==> config.mk <==
export PLATFORM = sky130hd
export DESIGN_NAME = rqve_queue
export DESIGN_NICKNAME = d
export VERILOG_FILES = /design/src/design/rqve_pkg.sv /design/src/design/rqve_queue.sv
export SDC_FILE = /design/constraint.sdc
export NUM_CORES = 1
export LEC_CHECK = 0
export BUFFER_PORTS_ARGS = -buffer_cell sky130_fd_sc_hd__buf_2
export CAP_MARGIN = 20
export CORE_AREA = 10 10 307 309
export DETAILED_ROUTE_END_ITERATION = 10
export DIE_AREA = 0 0 317 319
export PLACE_DENSITY = 0.44
export SYNTH_ARGS = -nofsm -noshare
export SYNTH_HDL_FRONTEND = slang
export SYNTH_SLANG_ARGS = --single-unit
==> constraint.sdc <==
create_clock -name clk -period 20.4 [get_ports clk]
set_input_delay 2.04 -clock clk [delete_from_list [all_inputs] [get_ports clk]]
set_output_delay 2.04 -clock clk [all_outputs]
set_load 0.02 [all_outputs]
==> src/design/rqve_pkg.sv <==
// Shared types, constants and helper functions for the rotated quad vertex expander.
// Depends on nothing; every other file of the block but rqve_if imports it.
package rqve_pkg;

  localparam int CORDIC_ITERS = 24;
  localparam int VERTS_PER_SPRITE = 6;
  localparam logic signed [31:0] CORDIC_GAIN = 32'sd652032874;
  localparam logic [2:0] LAST_VERT = 3'(VERTS_PER_SPRITE - 1);

  // Sprite fields other than the angle, carried alongside the rotation.
  typedef struct packed {
    logic [30:0]        w;
    logic [30:0]        h;
    logic signed [31:0] cx;
    logic signed [31:0] cy;
    logic signed [31:0] z;
    logic [15:0]        u_l;
    logic [15:0]        u_r;
    logic [15:0]        v_t;
    logic [15:0]        v_b;
    logic               last;
  } sprite_t;

  typedef struct packed {
    logic signed [31:0] x;
    logic signed [31:0] y;
    logic signed [31:0] z;
    logic [1:0]         quad;
  } cordic_t;

  // One queue entry: the sprite with its cosine and sine (Q2.30).
  typedef struct packed {
    sprite_t            spr;
    logic signed [31:0] c;
    logic signed [31:0] s;
  } entry_t;

  // Handshake between the front and the queue.
  typedef struct packed {
    logic full;
  } qctl_t;

  // Arctangent of 2^-i in units of 2^-32 turn.
  function automatic logic signed [31:0] atan_turn(input int i);
    case (i)
      0:  atan_turn = 32'sd536870912;
      1:  atan_turn = 32'sd316933406;
      2:  atan_turn = 32'sd167458907;
      3:  atan_turn = 32'sd85004756;
      4:  atan_turn = 32'sd42667331;
      5:  atan_turn = 32'sd21354465;
      6:  atan_turn = 32'sd10679838;
      7:  atan_turn = 32'sd5340245;
      8:  atan_turn = 32'sd2670163;
      9:  atan_turn = 32'sd1335087;
      10: atan_turn = 32'sd667544;
      11: atan_turn = 32'sd333772;
      12: atan_turn = 32'sd166886;
      13: atan_turn = 32'sd83443;
      14: atan_turn = 32'sd41722;
      15: atan_turn = 32'sd20861;
      16: atan_turn = 32'sd10430;
      17: atan_turn = 32'sd5215;
      18: atan_turn = 32'sd2608;
      19: atan_turn = 32'sd1304;
      20: atan_turn = 32'sd652;
      21: atan_turn = 32'sd326;
      22: atan_turn = 32'sd163;
      23: atan_turn = 32'sd81;
      default: atan_turn = 32'sd0;
    endcase
  endfunction

  // Corner order BL, BR, TL, BR, TL, TR: true where the corner is on the left.
  function automatic logic corner_left(input logic [2:0] k);
    case (k)
      3'd0, 3'd2, 3'd4: corner_left = 1'b1;
      default:          corner_left = 1'b0;
    endcase
  endfunction

  // True where the corner is on the bottom edge.
  function automatic logic corner_bottom(input logic [2:0] k);
    case (k)
      3'd0, 3'd1, 3'd3: corner_bottom = 1'b1;
      default:          corner_bottom = 1'b0;
    endcase
  endfunction

endpackage

==> src/design/rqve_queue.sv <==
// Two-entry queue of rotated sprites between the front and the back.
// Depends on rqve_pkg.
module rqve_queue (
  input  logic             clk,
  input  logic             rst,
  input  logic             push,
  input  rqve_pkg::entry_t wdata,
  output rqve_pkg::qctl_t  qout,
  input  logic             pop,
  output logic             nonempty,
  output rqve_pkg::entry_t rdata
);
  import rqve_pkg::*;

  entry_t     mem [2];
  logic       wptr;
  logic       rptr;
  logic [1:0] count;

  assign nonempty   = count != 2'd0;
  assign qout.full  = count == 2'd2;
  assign rdata      = mem[rptr];

  always_ff @(posedge clk) begin
    if (rst) begin
      wptr  <= 1'b0;
      rptr  <= 1'b0;
      count <= 2'd0;
    end else begin
      if (push) wptr <= !wptr;
      if (pop) rptr <= !rptr;
      count <= count + {1'b0, push} - {1'b0, pop};
    end
  end

  always_ff @(posedge clk) begin
    if (push) mem[wptr] <= wdata;
  end

endmodule

; Word level (Yosys, flattened, before mapping)
; Memory sizes are Yosys's and may differ from the RTL's. A register that Yosys moved wholly into a read port is not among the register bits.
; Cells that the tools add are included.
[classes]
add_sub_neg = 2
eq_ne = 1
mux = 4
reduce_logical = 3
[op_table]
columns = cell, n
row1 = $mux W1, 4
row2 = $add A2 B1 Y2, 1
row3 = $eq A2 B2 Y1 const B, 1
row4 = $logic_not A1 Y1, 2
row5 = $reduce_bool A2 Y1, 1
row6 = $sub A2 B1 Y2, 1
[totals]
reg_bits = 4
ram_bits = 574
out_inout_bits = 289
elab_cells = 14
n_memories = 1
[mem_list]
columns = memory, depth, width, read_ports, rd_ports_with_merged_regs, write_ports, line
row1 = mem, 2, 287, 1, 1, 1, rqve_queue.sv:15  ; entry_t mem [2];

; Logic depth before layout (Yosys ltp)
[logic_depth]
ltp_word = 3
depth_mapped = 6
ltp_nobuf = 6

; Worst setup path before layout
; OpenSTA, ideal clock, no wires.
[synth_path]
kind = input-to-reg
startpoint = in push
endpoint = mem mem[0][0] (netlist bit) (enable)
setup_time_ns = 0.975
t_arrival_ns = 14.380
required_time_ns = 19.425
path_slack_ns = 5.045
stages = 1
cell_sequence = nor2b_1
[synth_via]
elab_chain_len = 2
[synth_lines]
columns = element, line
row1 = from (decl), rqve_queue.sv:6  ; input logic push,
row2 = $mux W1, rqve_queue.sv:37  ; if (push) mem[wptr] <= wdata;
row3 = $mux W1 (implied by the code), rqve_queue.sv:37
row4 = to (decl), rqve_queue.sv:15
; Every way passes these cells.

==> impl_metrics.csv <==
group,metric,value,unit
timing,worstMarginPinSlew,1.07,ns
final_layout,fillers,8665,
place,dpl.hpwl,41000,µm
logic_synthesis,yosysWarnings,0,
timing,fin_crit,6.73,ns
drt,vias_per_cell,3.94,
outcome,outcome,"finished, final reports clean",
job,maxCapViolations,0,
floorplan,rows,109,
grt,grt_pass1_vias,11920,
floorplan,initial_core_util,24.9,%
critical_path,reg2reg_slack,16.56,ns
final_layout,num-nets-final,1839,
drt,dr.first_iter.drc_count,517,
place,portBuffers,579,
cts,clkTransAtPathRegs,0.05,ns
drt,firstDrtPassIters,4,
floorplan,die_w,317,µm
critical_path,endpoint_kind,"output pin",
grt,grt_start_max_net_pins,72,
grt,grt_pass1_wl,80500,µm
timing,slew_headroom,28.6,%
critical_path,critPathBufInv,4,
power_and_ir_drop,total_power,0.00290,W
final_layout,fin_cells,2770,
drt,post-route-drc-count,0,
logic_synthesis,synth_area,21900,µm²
floorplan,ios,580,
critical_path,cp.required,18.36,ns
critical_path,crit_chain,"buf_4 -> buf_4 -> buf_4 -> mux2_4 -> buf_2",
timing,hold_slack,0.521,ns
floorplan,design.core.area,88000,µm²
grt,antenna_found_initial,24,
drt,wl_per_cell,20.6,µm
power_and_ir_drop,irDropWorstVdd,0.0568,mV
critical_path,cp_slowest_cell,"buf_4",
power_and_ir_drop,p_per_area,103,nW/µm²
critical_path,critical_path_class,"flip-flop to output pin",
cts,cts_setup_buffers,0,
drt,ant_nets,0,
cts,cts_resized,0,
cts,cts_buffers,69,
cts,cts_tree,"built",
timing,finalSetupViolations,0,
floorplan,die_area,101000,µm²
cts,clk_latency,0.60,ns
critical_path,path_delay_family,"buffers and inverters",
floorplan,die_y,319,µm
grt,overflow,0,
logic_synthesis,ys_seq_elements,579,
cts,cts_buffer_depth,3,
power_and_ir_drop,p_leak,10.8,nW
logic_synthesis,synth_nets,1207,
logic_synthesis,synth_cells,914,
cts,cts_sinks,579,
cts,cts_hold_buf,0,
final_layout,area_growth,28.3,%
logic_synthesis,yosysUniqueCellTypes,14,
place,gp_congestion,0.739,
critical_path,start_kind,"flip-flop",
timing,finalCritPeriodShare,33.0,%
timing,finalHoldViolCount,0,
critical_path,critPathMostFrequentCell,"buf_4",
min_path,hp-class,"flip-flop to flip-flop",
drt,routed_wl,57000,µm
timing,fin_worst_skew,0.0335,ns
timing,final_max_slew_viol_count,0,
logic_synthesis,ys_seq_area_share,79.2,%
cts,ctsHtreeMaxLevel,3,
timing,rsz0062_at_grt,"false",
timing,fmax,0.149,GHz
critical_path,crit_arrival,4.69,ns
final_layout,drive_gt1_share,60.9,%
cts,cts-root-buf,"clkbuf_16",
grt,grtUsageTotal,10.7,%
place,placed_cells,2640,
critical_path,worst_path_largest_cell_delay,0.93,ns
logic_synthesis,avgSynthCellArea,23.9,µm²
drt,detailroute.via_count,10914,
timing,finalSetupTns,0,ns
critical_path,path_max_fanout,58,
[flip-flops by register name, summed over array words and instances, names as in the netlist, named ones only]
| register | cells |
|---|---|
| count | 2 |
| mem | 574 |
| rptr | 1 |
| wptr | 1 |
[through the flow]
stage                     setup WS (ns)  util [%]  cell area, µm²
after CTS                         13.52      31.9           28100
final                             13.67      31.9           28100
after detailed placement          14.19      29.6           26000
after global routing              13.41      31.9           28100
after global placement            14.27      29.6           26000
after floorplan                    5.05         -           21900
[worst min-delay path: stages, from the launching register on]
cell and delay [ns]:
dfxtp_1 0.33, xnor2_1 0.08, nor2_1 0.08
[cell usage after synthesis]
cell type    n  area (µm²)
inv_1        2        7.51
dfxtp_1      5         100
edfxtp_1   574       17200
mux2_2      57         642
buf_6       27         304
xnor2_1      2        17.5
xnor3_1      1        22.5
ha_1         2        25.0
mux2_4     230        3450
and2_1       1        6.26
or2_2        1        6.26
buf_2        5        25.0
nor2b_1      3        18.8
nor2_1       4        15.0
[cell families after synthesis]
family,count (synthesis),share of synthesized area [%]
xor gates and xnor gates,3,0.183
and+or+nand+nor,9,0.212
muxes,287,18.7
buffers and inverters,34,1.54
DFF,579,79.2
adders and majority gates,2,0.114
[routing by layer]
metal	vias up	global-route usage (%)	part of all wire, %
met5	-	0	0.31
met4	30	3.79	2.8
met3	128	4.77	10
met2	406	18.8	51
met1	5415	11.2	36
li1	4935	-	-
[path summary, 6_finish.rpt]
path / start / end / depth (start not counted)
min: rptr / rptr / 2
max: flip-flop / rdata[247] / 5
min reg2reg: rptr / rptr / 2
max reg2reg: wptr / mem[0][127] / 4
[cells in the final DEF, fill, tap and decap left out, types with 4 or more instances in the layout]
master       n
edfxtp_1   574
dfxtp_1      4
nor2_1       4
clkinv_2     9
buf_2      579
buf_4       14
mux2_2      57
inv_6        6
clkbuf_16   69
clkinv_1    21
mux2_4     230
clkbuf_1    14
diode_2      6
[power breakdown]
group / internal (W) / switching, W
logic: 0.000162 / 0.000223
clock network: 0.000636 / 0.000472
registers: 0.00139 / 0.0000204
total: 0.00219 / 0.000715
[cell type report]
class                      instances  area, µm²  share of cell area (%)
sequential                       579      17300                    61.8
multi-input combinational        301       4220                    15.0
timing repair buffer             593       3000                    10.7
clock buffer                      83       1780                    6.34
tap                             1165       1460                    5.19
clock inverter                    41        254                   0.905
antenna                            6       15.0                  0.0535
inverter                           2       7.51                  0.0267
Power figures use the tool's default switching activity.
